## src/hw/rtl/pfra_pkg.sv

```systemverilog
// Package: shared types, codes and sizes for the page frame allocator.
package pfra_pkg;

  localparam int FRAMES    = 4096;
  localparam int ADDR_W    = $clog2(FRAMES);
  localparam int IDX_W     = ADDR_W + 1;
  localparam int MAX_RUN   = 16;
  localparam int ENTRY_W   = 8;
  localparam int FRAME_W   = 20;
  localparam int RUN_W     = 5;
  localparam int CNT_W     = 7;
  localparam int COW_BIT   = 7;
  localparam logic [CNT_W-1:0] USER_LIMIT = 7'd127;

  // Request kinds.
  localparam logic [2:0] KIND_ALLOC   = 3'd0;
  localparam logic [2:0] KIND_FREE    = 3'd1;
  localparam logic [2:0] KIND_ADDREF  = 3'd2;
  localparam logic [2:0] KIND_MARK    = 3'd3;
  localparam logic [2:0] KIND_QUERY   = 3'd4;
  localparam logic [2:0] KIND_RESERVE = 3'd5;

  // Result status codes.
  localparam logic [2:0] ST_OK        = 3'd0;
  localparam logic [2:0] ST_NO_RUN    = 3'd1;
  localparam logic [2:0] ST_RANGE     = 3'd2;
  localparam logic [2:0] ST_UNUSED    = 3'd3;
  localparam logic [2:0] ST_SATURATED = 3'd4;

  // Configuration register indexes.
  localparam logic REG_BASE  = 1'b0;
  localparam logic REG_COUNT = 1'b1;

  typedef struct packed {
    logic [2:0]         kind;
    logic [FRAME_W-1:0] frame_number;
    logic [RUN_W-1:0]   run_length;
    logic               cow_value;
  } req_t;

  typedef struct packed {
    logic [2:0]         status;
    logic [FRAME_W-1:0] result_frame;
    logic [CNT_W-1:0]   user_count;
    logic               cow_flag;
  } rsp_t;

  // Commands from the controller to the datapath.
  typedef enum logic [3:0] {
    CMD_CLEAR, CMD_IDLE, CMD_DISPATCH, CMD_SCAN_RD, CMD_SCAN_EV, CMD_FILL,
    CMD_CHK_RD, CMD_CHK_EV, CMD_MOD_RD, CMD_MOD_WR, CMD_QRY_RD, CMD_QRY_EV,
    CMD_RESV, CMD_DONE
  } cmd_t;

  // Status from the datapath to the controller.
  typedef struct packed {
    logic [2:0] kind;
    logic       reject;
    logic       scan_end;
    logic       found;
    logic       k_last;
    logic       chk_err;
    logic       clear_last;
  } dp_stat_t;

endpackage

```

## src/hw/rtl/pfra_ctrl.sv

```systemverilog
// Controller: sequences clearing, search, check, update, query and reserve passes.
module pfra_ctrl import pfra_pkg::*; (
  input  logic     clk,
  input  logic     rst,
  input  logic     start,
  input  dp_stat_t stat,
  output cmd_t     cmd,
  output logic     busy,
  output logic     done
);

  typedef enum logic [3:0] {
    S_CLEAR, S_IDLE, S_DISPATCH, S_SCAN_RD, S_SCAN_EV, S_FILL, S_CHK_RD,
    S_CHK_EV, S_MOD_RD, S_MOD_WR, S_QRY_RD, S_QRY_EV, S_RESV, S_DONE
  } state_t;

  state_t state;

  // State register and transitions.
  always_ff @(posedge clk) begin
    if (rst) begin
      state <= S_CLEAR;
    end else begin
      unique case (state)
        S_CLEAR: if (stat.clear_last) state <= S_IDLE;
        S_IDLE: if (start) state <= S_DISPATCH;
        S_DISPATCH: begin
          if (stat.reject) begin
            state <= S_DONE;
          end else begin
            unique case (stat.kind)
              KIND_ALLOC:   state <= S_SCAN_RD;
              KIND_QUERY:   state <= S_QRY_RD;
              KIND_RESERVE: state <= S_RESV;
              default:      state <= S_CHK_RD;
            endcase
          end
        end
        S_SCAN_RD: state <= stat.scan_end ? S_DONE : S_SCAN_EV;
        S_SCAN_EV: state <= stat.found ? S_FILL : S_SCAN_RD;
        S_FILL:    if (stat.k_last) state <= S_DONE;
        S_CHK_RD:  state <= S_CHK_EV;
        S_CHK_EV: begin
          if (stat.chk_err) begin
            state <= S_DONE;
          end else if (stat.k_last) begin
            state <= S_MOD_RD;
          end else begin
            state <= S_CHK_RD;
          end
        end
        S_MOD_RD:  state <= S_MOD_WR;
        S_MOD_WR:  state <= stat.k_last ? S_DONE : S_MOD_RD;
        S_QRY_RD:  state <= S_QRY_EV;
        S_QRY_EV:  state <= S_DONE;
        S_RESV:    if (stat.k_last) state <= S_DONE;
        S_DONE:    state <= S_IDLE;
        default:   state <= S_IDLE;
      endcase
    end
  end

  // Command to the datapath follows the state.
  always_comb begin
    unique case (state)
      S_CLEAR:    cmd = CMD_CLEAR;
      S_IDLE:     cmd = CMD_IDLE;
      S_DISPATCH: cmd = CMD_DISPATCH;
      S_SCAN_RD:  cmd = CMD_SCAN_RD;
      S_SCAN_EV:  cmd = CMD_SCAN_EV;
      S_FILL:     cmd = CMD_FILL;
      S_CHK_RD:   cmd = CMD_CHK_RD;
      S_CHK_EV:   cmd = CMD_CHK_EV;
      S_MOD_RD:   cmd = CMD_MOD_RD;
      S_MOD_WR:   cmd = CMD_MOD_WR;
      S_QRY_RD:   cmd = CMD_QRY_RD;
      S_QRY_EV:   cmd = CMD_QRY_EV;
      S_RESV:     cmd = CMD_RESV;
      default:    cmd = CMD_DONE;
    endcase
  end

  assign busy = (state != S_IDLE);
  assign done = (state == S_DONE);

endmodule

```

## config.mk

```make
export PLATFORM = sky130hd
export DESIGN_NAME = pfra_ctrl
export DESIGN_NICKNAME = d
export VERILOG_FILES = /design/src/hw/rtl/pfra_pkg.sv /design/src/hw/rtl/pfra_ctrl.sv
export SDC_FILE = /design/constraint.sdc
export NUM_CORES = 1
export LEC_CHECK = 0
export BUFFER_PORTS_ARGS = -buffer_cell sky130_fd_sc_hd__buf_4
export CAP_MARGIN = 20
export CORE_UTILIZATION = 44
export DETAILED_ROUTE_END_ITERATION = 6
export PLACE_DENSITY = 0.72
export SYNTH_ARGS = -nofsm -noshare
export SYNTH_HDL_FRONTEND = slang
export SYNTH_SLANG_ARGS = --single-unit
```

## constraint.sdc

```tcl
create_clock -name clk -period 1.4 [get_ports clk]
set_input_delay 0.28 -clock clk [delete_from_list [all_inputs] [get_ports clk]]
set_output_delay 0.28 -clock clk [all_outputs]
set_load 0.05 [all_outputs]
```

After elaboration in Yosys (flattened, before gate mapping)
Memory sizes are Yosys's and may differ from the RTL's. A register that Yosys moved wholly into a read port is not among the register bits.
Index checks and enable logic that the tools add are counted.
- bits in registers: 4
- word-level logic and storage cells: 38
- bits in read-only memories: 64
- bits of input ports: 12
- memories kept: 1
- reduce and logical (&&, ||, !) cells: 4
- mux-type cells: 13
- equality and inequality tests: 19
- memories (memory ; words ; width ; rd ports ; clocked after Yosys merged registers in ; write ports ; line ; RTL):
    (no name shown) ; 16 ; 4 ; 1 ; 1 ; 0 ; pfra_ctrl.sv:65 ; unique case (state)
- operators with widths (operator ; number):
    $pmux W4 S12 ; 1
    $mux W4 ; 9
    $eq A4 B4 Y1 const B ; 6
    $eq A4 B3 Y1 const B ; 4
    $pmux W4 S3 ; 1
    $eq A4 B2 Y1 const B ; 2
    $eq A3 B3 Y1 const B ; 2
    $mux W3 ; 2
    $eq A4 B1 Y1 const B ; 1
    $logic_not A4 Y1 ; 1
    $ne A2 B2 Y1 const B ; 2
    $ne A4 B1 Y1 const B ; 1
    $logic_not A3 Y1 ; 1
    $reduce_and A3 Y1 ; 1
    $ne A2 B1 Y1 const B ; 1
    $reduce_or A2 Y1 ; 1

Logic depth before layout (Yosys ltp)
Gate-level depths: netlist of run 1.
- depth after elaboration: 6
- gate-level depth with buffers: 6
- gate-level depth less buffers: 4

Least setup slack after synthesis of run 1
Ideal clock, no wire load.
- path type: register -> output
- from: register state[0]
- to: output done
- buffers on the path: 2
- path slack: -186 ps
- stages on the path, launching flop included: 5
- arrival time: 1306 ps
- cell sequence: dfxtp_1 buf_6 buf_2 nand2_1 nor2_1
- longest elaborated chain between the ends: 1
- RTL lines (what ; line ; RTL):
    from (decl) ; pfra_ctrl.sv:17 ; state_t state;
    from (signal assigned) ; pfra_ctrl.sv:39 ; S_SCAN_RD: state <= stat.scan_end ? S_DONE : S_SCAN_EV;
    from (signal assigned) ; pfra_ctrl.sv:40 ; S_SCAN_EV: state <= stat.found ? S_FILL : S_SCAN_RD;
    from (signal assigned) ; pfra_ctrl.sv:53 ; S_MOD_WR: state <= stat.k_last ? S_DONE : S_MOD_RD;
    $eq A4 B4 Y1 ; pfra_ctrl.sv:84 ; assign done = (state == S_DONE);
    to (decl) ; pfra_ctrl.sv:9 ; output logic done
No other way between the ends.

Worst setup path in the final report of run 1
- from: register state[0]
- to: register cmd[0] (netlist name)
- longest elaborated chain between the ends: 6
- elaborated cells on any way between the ends: 21
- classes of those cells: eq/ne: 15; mux: 3; reduce/logical: 3
- RTL lines (what ; line ; RTL):
    $eq A4 B4 Y1 or $eq A4 B3 Y1 (tied branches) ; pfra_ctrl.sv:24 ; unique case (state)
    $reduce_or A2 Y1 (no source line) ; -- ;
    $ne A2 B1 Y1 (no source line) ; -- ;
    $reduce_and A3 Y1 (no source line) ; -- ;
    $mux W4 (no source line) (*) (2 in a row) ; -- ;
Every way passes the cells marked *; elsewhere a longest branch is shown, timed or not.
A chain may end at the register's enable or synchronous reset.

==> flow_summary.ini, run 1 <==
[outcome]
outcome = finished, violations left
violations = setup timing

[synth]
yosysUniqueCellTypes = 33
synth_top_area_cell = dfxtp_1
synth_nets = 90
synth_edf_count = 0
synth_warnings = 0
ys.flop_type = dfxtp_1
syn_area_um2 = 613
synth_seq_cells = 8
syn_inst = 78
async_flop_share = 0
synth_compound_area_frac = 0.320
synth_area_leaders = dfxtp_1, a21oi_1, nand2b_1
synth.mux.area_fraction = 0.0245
synth-adder-area-share = 0
yosysTopAreaCellShare = 0.261
synth_top_family_by_area = compound AO/OA/AOI/OAI gates
syn_area_per_cell_um2 = 7.86
synth_xor_area_frac = 0
synth-simple-area-share = 0.308
seq_area_frac_synth = 0.261

[timing]
tns_ns = -1.60
setup_viol = 10
fin_ws_ns = -0.264
rsz0062_at_grt = true
whs_ns = 0.237
post-route-min-period_ns = 1.66
hold_viol = 0
fmax_ghz = 0.601
slew_headroom = 0.707
finalCritPeriodShare = 1.19
timing.final.max_slew_violations = 0
skew_ns = 0.00586
worst_pin_slew_ns = 0.435

[clock_tree]
cts_tree = yes
clk_latency_ns = 0.26
cts-root-buf = clkbuf_4
clk_pin_slew_ns = 0.06
h-tree-depth = 1
ctsHoldBuffers = 0
cts_sinks = 8
cts_buffers = 3
clock_path_buffers = 2

[final_layout]
finish.utilization = 0.863
diodes = 0
final_common_cell = buf_4
drive_gt1_frac = 0.582
nNetsFinal = 136
final_cell_mix = buf_4, buf_6, a21oi_1
area_delta_synth_final_pct = 83.3

[global_route]
grt_pass1_vias = 755
grt_max_degree = 10
grt-ovfl-total = 0
antenna_found_initial = 0
grt_pass1_wl_mm = 3.30
grt.total_usage = 0.324

[die]
dieArea_mm2 = 0.00155
io_pins = 18
fp.coreArea_mm2 = 0.00130
rows = 13
fp.dieH_um = 39.3
die_w_um = 39.3
initial_utilization = 0.471

[critical_path]
start_kind = flop
slowest_delay_ns = 0.43
cp_max_fo = 7
crit_arrival_ns = 1.81
cp_data_required_time_ns = 1.54
slowest_stage = or4_4
crit_type = reg2reg
worstPathCellList = buf_6 -> buf_4 -> nor2_1 -> a21oi_1 -> or4_4 -> o221a_1
end_kind = flop

[power]
power.leakage_nw = 0.490
total_power_w = 0.000981
peakVddDrop_mv = 0.458
power_density_mw_per_mm2 = 873

[detailed_routing]
drcViolationCount = 0
viasPerCell = 5.82
totalWireLength_mm = 2.25
drt_iter0_markers = 15
firstDrtPassIters = 4
wl_per_cell_um = 16.4
num_vias = 797
antenna_left = 0

[placed_design]
port_buffers = 17
post-dp-hpwl_mm = 1.31
gp_congestion = 0.818

[run]
cap_violations = 0

[min_path]
hold_class = in2reg
## where the power goes
| part | internal [W] | switching (W) | total (W) |
|---|---|---|---|
| combinational | 0.000279 | 0.000259 | 0.000537 |
| clock | 0.0000983 | 0.0000807 | 0.000179 |
| sequential | 0.000249 | 0.0000157 | 0.000264 |
| total | 0.000626 | 0.000355 | 0.000981 |
## cells in the mapped netlist, types with 3 or more instances
cell,instances
a21oi_1,8
buf_2,3
dfxtp_1,8
inv_1,5
nand2b_1,5
nor2_1,7
o21ai_0,5
## logic make-up after synthesis
group           after synthesis
mux                           1
simple gates                 30
flops                         8
buf+inv                      11
compound gates               28
## stage by stage
stage	cells	cell area [µm²]	setup WS [ns]
3_3_place_gp	125	911	-0.108
4_1_cts	137	1100	-0.164
2_1_floorplan	78	648	-0.0305
5_1_grt	137	1120	-0.284
6_report	137	1120	-0.264
3_5_place_dp	125	911	-0.129
## area by class of cell
cell class,count,area [µm²]
Multi-Input combinational cell,59,497
Timing Repair Buffer,47,394
Clock buffer,3,22.5
Tap cell,15,18.8
Fill cell,73,178
Sequential cell,8,173
Inverter,5,18.8
## repair_timing
item / in CTS / in global routing
setup endpoints to repair: 10 / 10
setup buffers: 11 / 0
resized for setup: 24 / 5
pin swaps: 3 / 1
## final timing paths
kind	from	to	slack, ns	depth (start not counted)
worst max-delay path	state[0]$_SDFFE_PP0P_	cmd[0]$_DFF_P_	-0.26	6
worst min-delay path	rst	state[2]$_SDFFE_PP0P_	0.24	2
worst max register to register	state[0]$_SDFFE_PP0P_	cmd[0]$_DFF_P_	-0.26	6
worst min register to register	state[2]$_SDFFE_PP0P_	state[1]$_SDFFE_PP0P_	0.70	2
## layer usage
metal,wire [µm],global-route usage,up-vias
met5,0,0,-
met4,58,0.0690,0
met3,93,0.0739,8
met2,1230,0.642,27
met1,869,0.337,376
li1,-,-,386
## state kept, by name, summed over array words and instances, names as in the netlist
signal and count:
cmd 4, state 4
## worst max-delay path, delay by kind of cell, from the launching register on
family,cells,cell delay [ns]
AND/OR/NAND/NOR,2,0.58
flip-flops,1,0.35
AO/OA/AOI/OAI,2,0.36
buffers and inverters,2,0.27
No activity file was read; power rests on OpenSTA's default activity.
==> run 2: changes to the inputs <==
--- a/config.mk
+++ b/config.mk
@@ -5,11 +5,13 @@
 export SDC_FILE = /design/constraint.sdc
 export NUM_CORES = 1
 export LEC_CHECK = 0
-export BUFFER_PORTS_ARGS = -buffer_cell sky130_fd_sc_hd__buf_4
+export BUFFER_PORTS_ARGS = -buffer_cell sky130_fd_sc_hd__buf_2
 export CAP_MARGIN = 20
-export CORE_UTILIZATION = 44
+export CORE_AREA = 2 2 39 41
 export DETAILED_ROUTE_END_ITERATION = 6
+export DIE_AREA = 0 0 41 43
 export PLACE_DENSITY = 0.72
+export REMOVE_ABC_BUFFERS = 1
 export SYNTH_ARGS = -nofsm -noshare
 export SYNTH_HDL_FRONTEND = slang
 export SYNTH_SLANG_ARGS = --single-unit
==> constraint.sdc (replaced) <==
create_clock -name clk -period 1.7 [get_ports clk]
set_input_delay 0.34 -clock clk [delete_from_list [all_inputs] [get_ports clk]]
set_output_delay 0.34 -clock clk [all_outputs]
set_load 0.05 [all_outputs]
==> flow_summary.ini, run 2 (same netlist as run 1, synthesis figures left out) <==
[timing]
rsz0062_at_grt = false
timing.final.max_slew_violations = 0
fin_ws_ns = 0.0410
finalCritPeriodShare = 0.976
post-route-min-period_ns = 1.66
fmax_ghz = 0.603
setup_viol = 0
whs_ns = 0.323
slew_headroom = 0.641
skew_ns = 0.000513
tns_ns = 0
worst_pin_slew_ns = 0.532
hold_viol = 0

[global_route]
grt_max_degree = 12
grt.total_usage = 0.209
grt_pass1_wl_mm = 2.55
grt_pass1_vias = 621
grt-ovfl-total = 0
antenna_found_initial = 0

[clock_tree]
cts_tree = yes
ctsHoldBuffers = 0
clk_pin_slew_ns = 0.05
clock_path_buffers = 2
cts-root-buf = clkbuf_4
clk_latency_ns = 0.25
cts_setup_buffers = 0
cts_sinks = 8
h-tree-depth = 1
cts_buffers = 3

[power]
total_power_w = 0.000633
p_sw_frac = 0.363
pwr-share-comb = 0.413
switchingPower_w = 0.000230
power_density_mw_per_mm2 = 810
seqPwrFrac = 0.361
p_clk_frac = 0.227
power.leakage_nw = 0.325
peakVddDrop_mv = 0.292
intPower_w = 0.000403

[critical_path]
crit_arrival_ns = 1.32
crit_type = reg2out
cp_data_required_time_ns = 1.36
end_kind = output pin
start_kind = flop
slowest_delay_ns = 0.39
cp_max_fo = 11
rrSetupSlack_ns = 0.13
worstPathCellList = buf_4 -> or3_4 -> buf_6
slowest_stage = or3_4

[die]
fp.coreArea_mm2 = 0.00138
initial_utilization = 0.443
die_w_um = 41
fp.dieH_um = 43
rows = 14
dieArea_mm2 = 0.00176
io_pins = 18

[final_layout]
finish.utilization = 0.565
diodes = 0
final_common_cell = buf_2
drive_gt1_frac = 0.384
area_delta_synth_final_pct = 27.6
nNetsFinal = 113
final_cell_mix = buf_2, a21oi_1, nor2_1, buf_4

[placed_design]
pre_cts_slack_ns = 0.0674
port_buffers = 17
gp_congestion = 0.839
post-dp-hpwl_mm = 1.18

[detailed_routing]
totalWireLength_mm = 1.47
viasPerCell = 5.87
num_vias = 675
wl_per_cell_um = 12.8
drt_iter0_markers = 8
antenna_left = 0
drcViolationCount = 0
firstDrtPassIters = 4

[outcome]
outcome = completed

[run]
cap_violations = 0

[min_path]
hold_class = in2reg
## run 2: cell types whose count changed in the layout (fill, tap and decap cells not counted), moves of 2 or more
cell	previous run	this run
dfxtp_4	3	0
nor4_4	2	0
dfxtp_2	1	3
buf_4	37	7
buf_2	0	16
nand2b_1	2	4
nor4_2	0	2
buf_6	9	1
nand2b_4	4	1
## run 2: layout make-up
cell class	count	area (µm²)
Clock buffer	3	22.5
Fill cell	141	602
Inverter	5	18.8
Multi-Input combinational cell	59	413
Sequential cell	8	164
Tap cell	16	20.0
Timing Repair Buffer	24	144
## run 2: final timing paths
path / start / to / cells after the start
worst max register to register: state[2]$_SDFFE_PP0P_ / state[0]$_SDFFE_PP0P_ / 4
worst min register to register: state[0]$_SDFFE_PP0P_ / cmd[0]$_DFF_P_ / 1
worst max-delay path: state[1]$_SDFFE_PP0P_ / busy / 3
worst min-delay path: rst / cmd[2]$_DFF_P_ / 2
## run 2: critical path, delay by kind of cell (launching register included)
kind,cells,cell delay (ns)
buffers and inverters,2,0.34
flip-flops,1,0.34
AND/OR/NAND/NOR,1,0.39
## run 2: metal layers
layer / global-route usage / vias to the layer above / wire length (µm)
met4: 0.100 / 0 / 19
met3: 0.0314 / 2 / 47
met2: 0.331 / 19 / 761
li1: - / 338 / -
met5: 0 / - / 0
met1: 0.261 / 316 / 641
## run 2: repair_timing
item,CTS,global route
gates resized for setup,5,4
setup endpoints to repair,1,3
hold endpoints to repair,0,0
## run 2: power by group through the flow
stage	Clock (W)	Sequential [W]	Combinational [W]
floorplan	0	0.000263	0.000133
global route	0.000158	0.000232	0.000285
global placement	0	0.000227	0.000241
finish	0.000144	0.000228	0.000261
detailed placement	0	0.000228	0.000246
CTS	0.000153	0.000228	0.000257
## run 2: metrics by stage
step,cell area (µm²),std cells
3_5_place_dp,737,112
6_report,782,115
3_3_place_gp,737,112
4_1_cts,774,115
5_1_grt,782,115
2_1_floorplan,579,72
==> run 3: changes to the inputs <==
==> constraint.sdc (replaced) <==
create_clock -name clk -period 1.7 [get_ports clk]
set_input_delay 0.17 -clock clk [delete_from_list [all_inputs] [get_ports clk]]
set_output_delay 0.17 -clock clk [all_outputs]
set_load 0.05 [all_outputs]
==> flow_summary.ini, run 3 (same netlist as run 1, synthesis figures left out) <==
[global_route]
grt_max_degree = 12
antenna_found_initial = 0
grt_pass1_vias = 611
grt_pass1_wl_mm = 2.44
grt.total_usage = 0.196
grt-ovfl-total = 0

[final_layout]
drive_gt1_frac = 0.343
area_delta_synth_final_pct = 24.5
final_cell_mix = buf_2, a21oi_1, nor2_1, dfxtp_1, buf_4
nNetsFinal = 113
final_common_cell = buf_2
finish.utilization = 0.552
fin_area_um2 = 763
diodes = 0

[timing]
setup_viol = 0
timing.final.max_slew_violations = 0
tns_ns = 0
slew_headroom = 0.632
fmax_ghz = 0.616
worst_pin_slew_ns = 0.545
fin_ws_ns = 0.0778
finalCritPeriodShare = 0.954
hold_viol = 0
post-route-min-period_ns = 1.62
skew_ns = 0.00493
rsz0062_at_grt = false

[detailed_routing]
firstDrtPassIters = 4
antenna_left = 0
num_vias = 660
viasPerCell = 5.74
wl_per_cell_um = 12.7
drt_iter0_markers = 13
drcViolationCount = 0
totalWireLength_mm = 1.46

[placed_design]
gp_congestion = 0.836
place_area_um2 = 737
pre_cts_slack_ns = 0.0890
port_buffers = 17
post-dp-hpwl_mm = 1.20

[power]
intPower_w = 0.000395
pwr-share-comb = 0.415
p_sw_frac = 0.363
power.leakage_nw = 0.320
seqPwrFrac = 0.361
power_density_mw_per_mm2 = 812
total_power_w = 0.000620
p_clk_frac = 0.224
switchingPower_w = 0.000225
peakVddDrop_mv = 0.344

[outcome]
outcome = completed

[clock_tree]
cts_setup_buffers = 0
cts_sinks = 8
cts-root-buf = clkbuf_4
clk_pin_slew_ns = 0.05
cts_tree = yes
ctsHoldBuffers = 0
clock_path_buffers = 2
clk_latency_ns = 0.25
h-tree-depth = 1
cts_buffers = 3

[min_path]
min_to = state[2]$_SDFFE_PP0P_
holdCritStartpoint = rst
whs_path_depth = 2
hold_class = in2reg

[run]
cap_violations = 0

[die]
rows = 14
io_pins = 18
initial_utilization = 0.443
die_w_um = 41
fp.dieH_um = 43
dieArea_mm2 = 0.00176
fp.coreArea_mm2 = 0.00138

[critical_path]
cp_max_fo = 9
rr_startpoint = state[3]$_SDFFE_PP0P_
crit_type = reg2out
crit_arrival_ns = 1.45
end_kind = output pin
ff2ff_path_depth = 4
r2r-end = cmd[0]$_DFF_P_
start_kind = flop
cp_data_required_time_ns = 1.53
rrSetupSlack_ns = 0.11
run 3: timing repair:
action | 4_1_cts | 5_1_grt
setup endpoints to repair | 1 | 1
endpoints found under the hold margin | 0 | 0
gates cloned | 0 | 0
resized for setup | 1 | 1
run 3: final cells by class:
cell class	instances	area, µm²
multi-input combinational	59	400
fill	135	621
tap	16	20.0
timing repair buffer	24	138
sequential	8	164
clock buffer	3	22.5
inverter	5	18.8
run 3: how the worst max path moves through the flow:
stage,start,end,slack (ns),cells past startpoint
after floorplan,state[0]$_SDFFE_PP0P_,cmd[0]$_DFF_P_,0.02,4
after global placement,state[0]$_SDFFE_PP0P_,state[0]$_SDFFE_PP0P_,0.14,4
after detailed placement,state[0]$_SDFFE_PP0P_,state[0]$_SDFFE_PP0P_,0.09,4
after CTS,state[0]$_SDFFE_PP0P_,busy,0.03,4
after global routing,state[0]$_SDFFE_PP0P_,busy,0.002,4
final,state[0]$_SDFFE_PP0P_,busy,0.08,4
run 3: critical path: stages (launching register included):
cell      delay [ns]
dfxtp_4         0.39
buf_4           0.14
nand2b_1        0.13
or3_1           0.32
buf_2           0.21
run 3: per-stage QoR:
| step | hold WS [ns] | cells |
|---|---|---|
| 6_report | 0.155 | 115 |
| 5_1_grt | 0.157 | 115 |
| 4_1_cts | 0.148 | 115 |
| 3_5_place_dp | 0.415 | 112 |
| 3_3_place_gp | 0.412 | 112 |
| 2_1_floorplan | 0.239 | 72 |
run 3: per-layer routing:
metal / wire length, µm / part of all wire / global-route usage
met4: 0 / 0 / 0.0400
met5: 0 / 0 / 0
met2: 740 / 0.51 / 0.334
met1: 683 / 0.47 / 0.235
met3: 35 / 0.024 / 0.0471
run 3: power by group through the flow:
stage                     clock network (W)  logic [W]  registers (W)
after CTS                          0.000145   0.000257       0.000223
final                              0.000139   0.000257       0.000224
after global placement                    0   0.000250       0.000224
after detailed placement                  0   0.000256       0.000225
after global routing               0.000149   0.000280       0.000228
after floorplan                           0   0.000133       0.000263
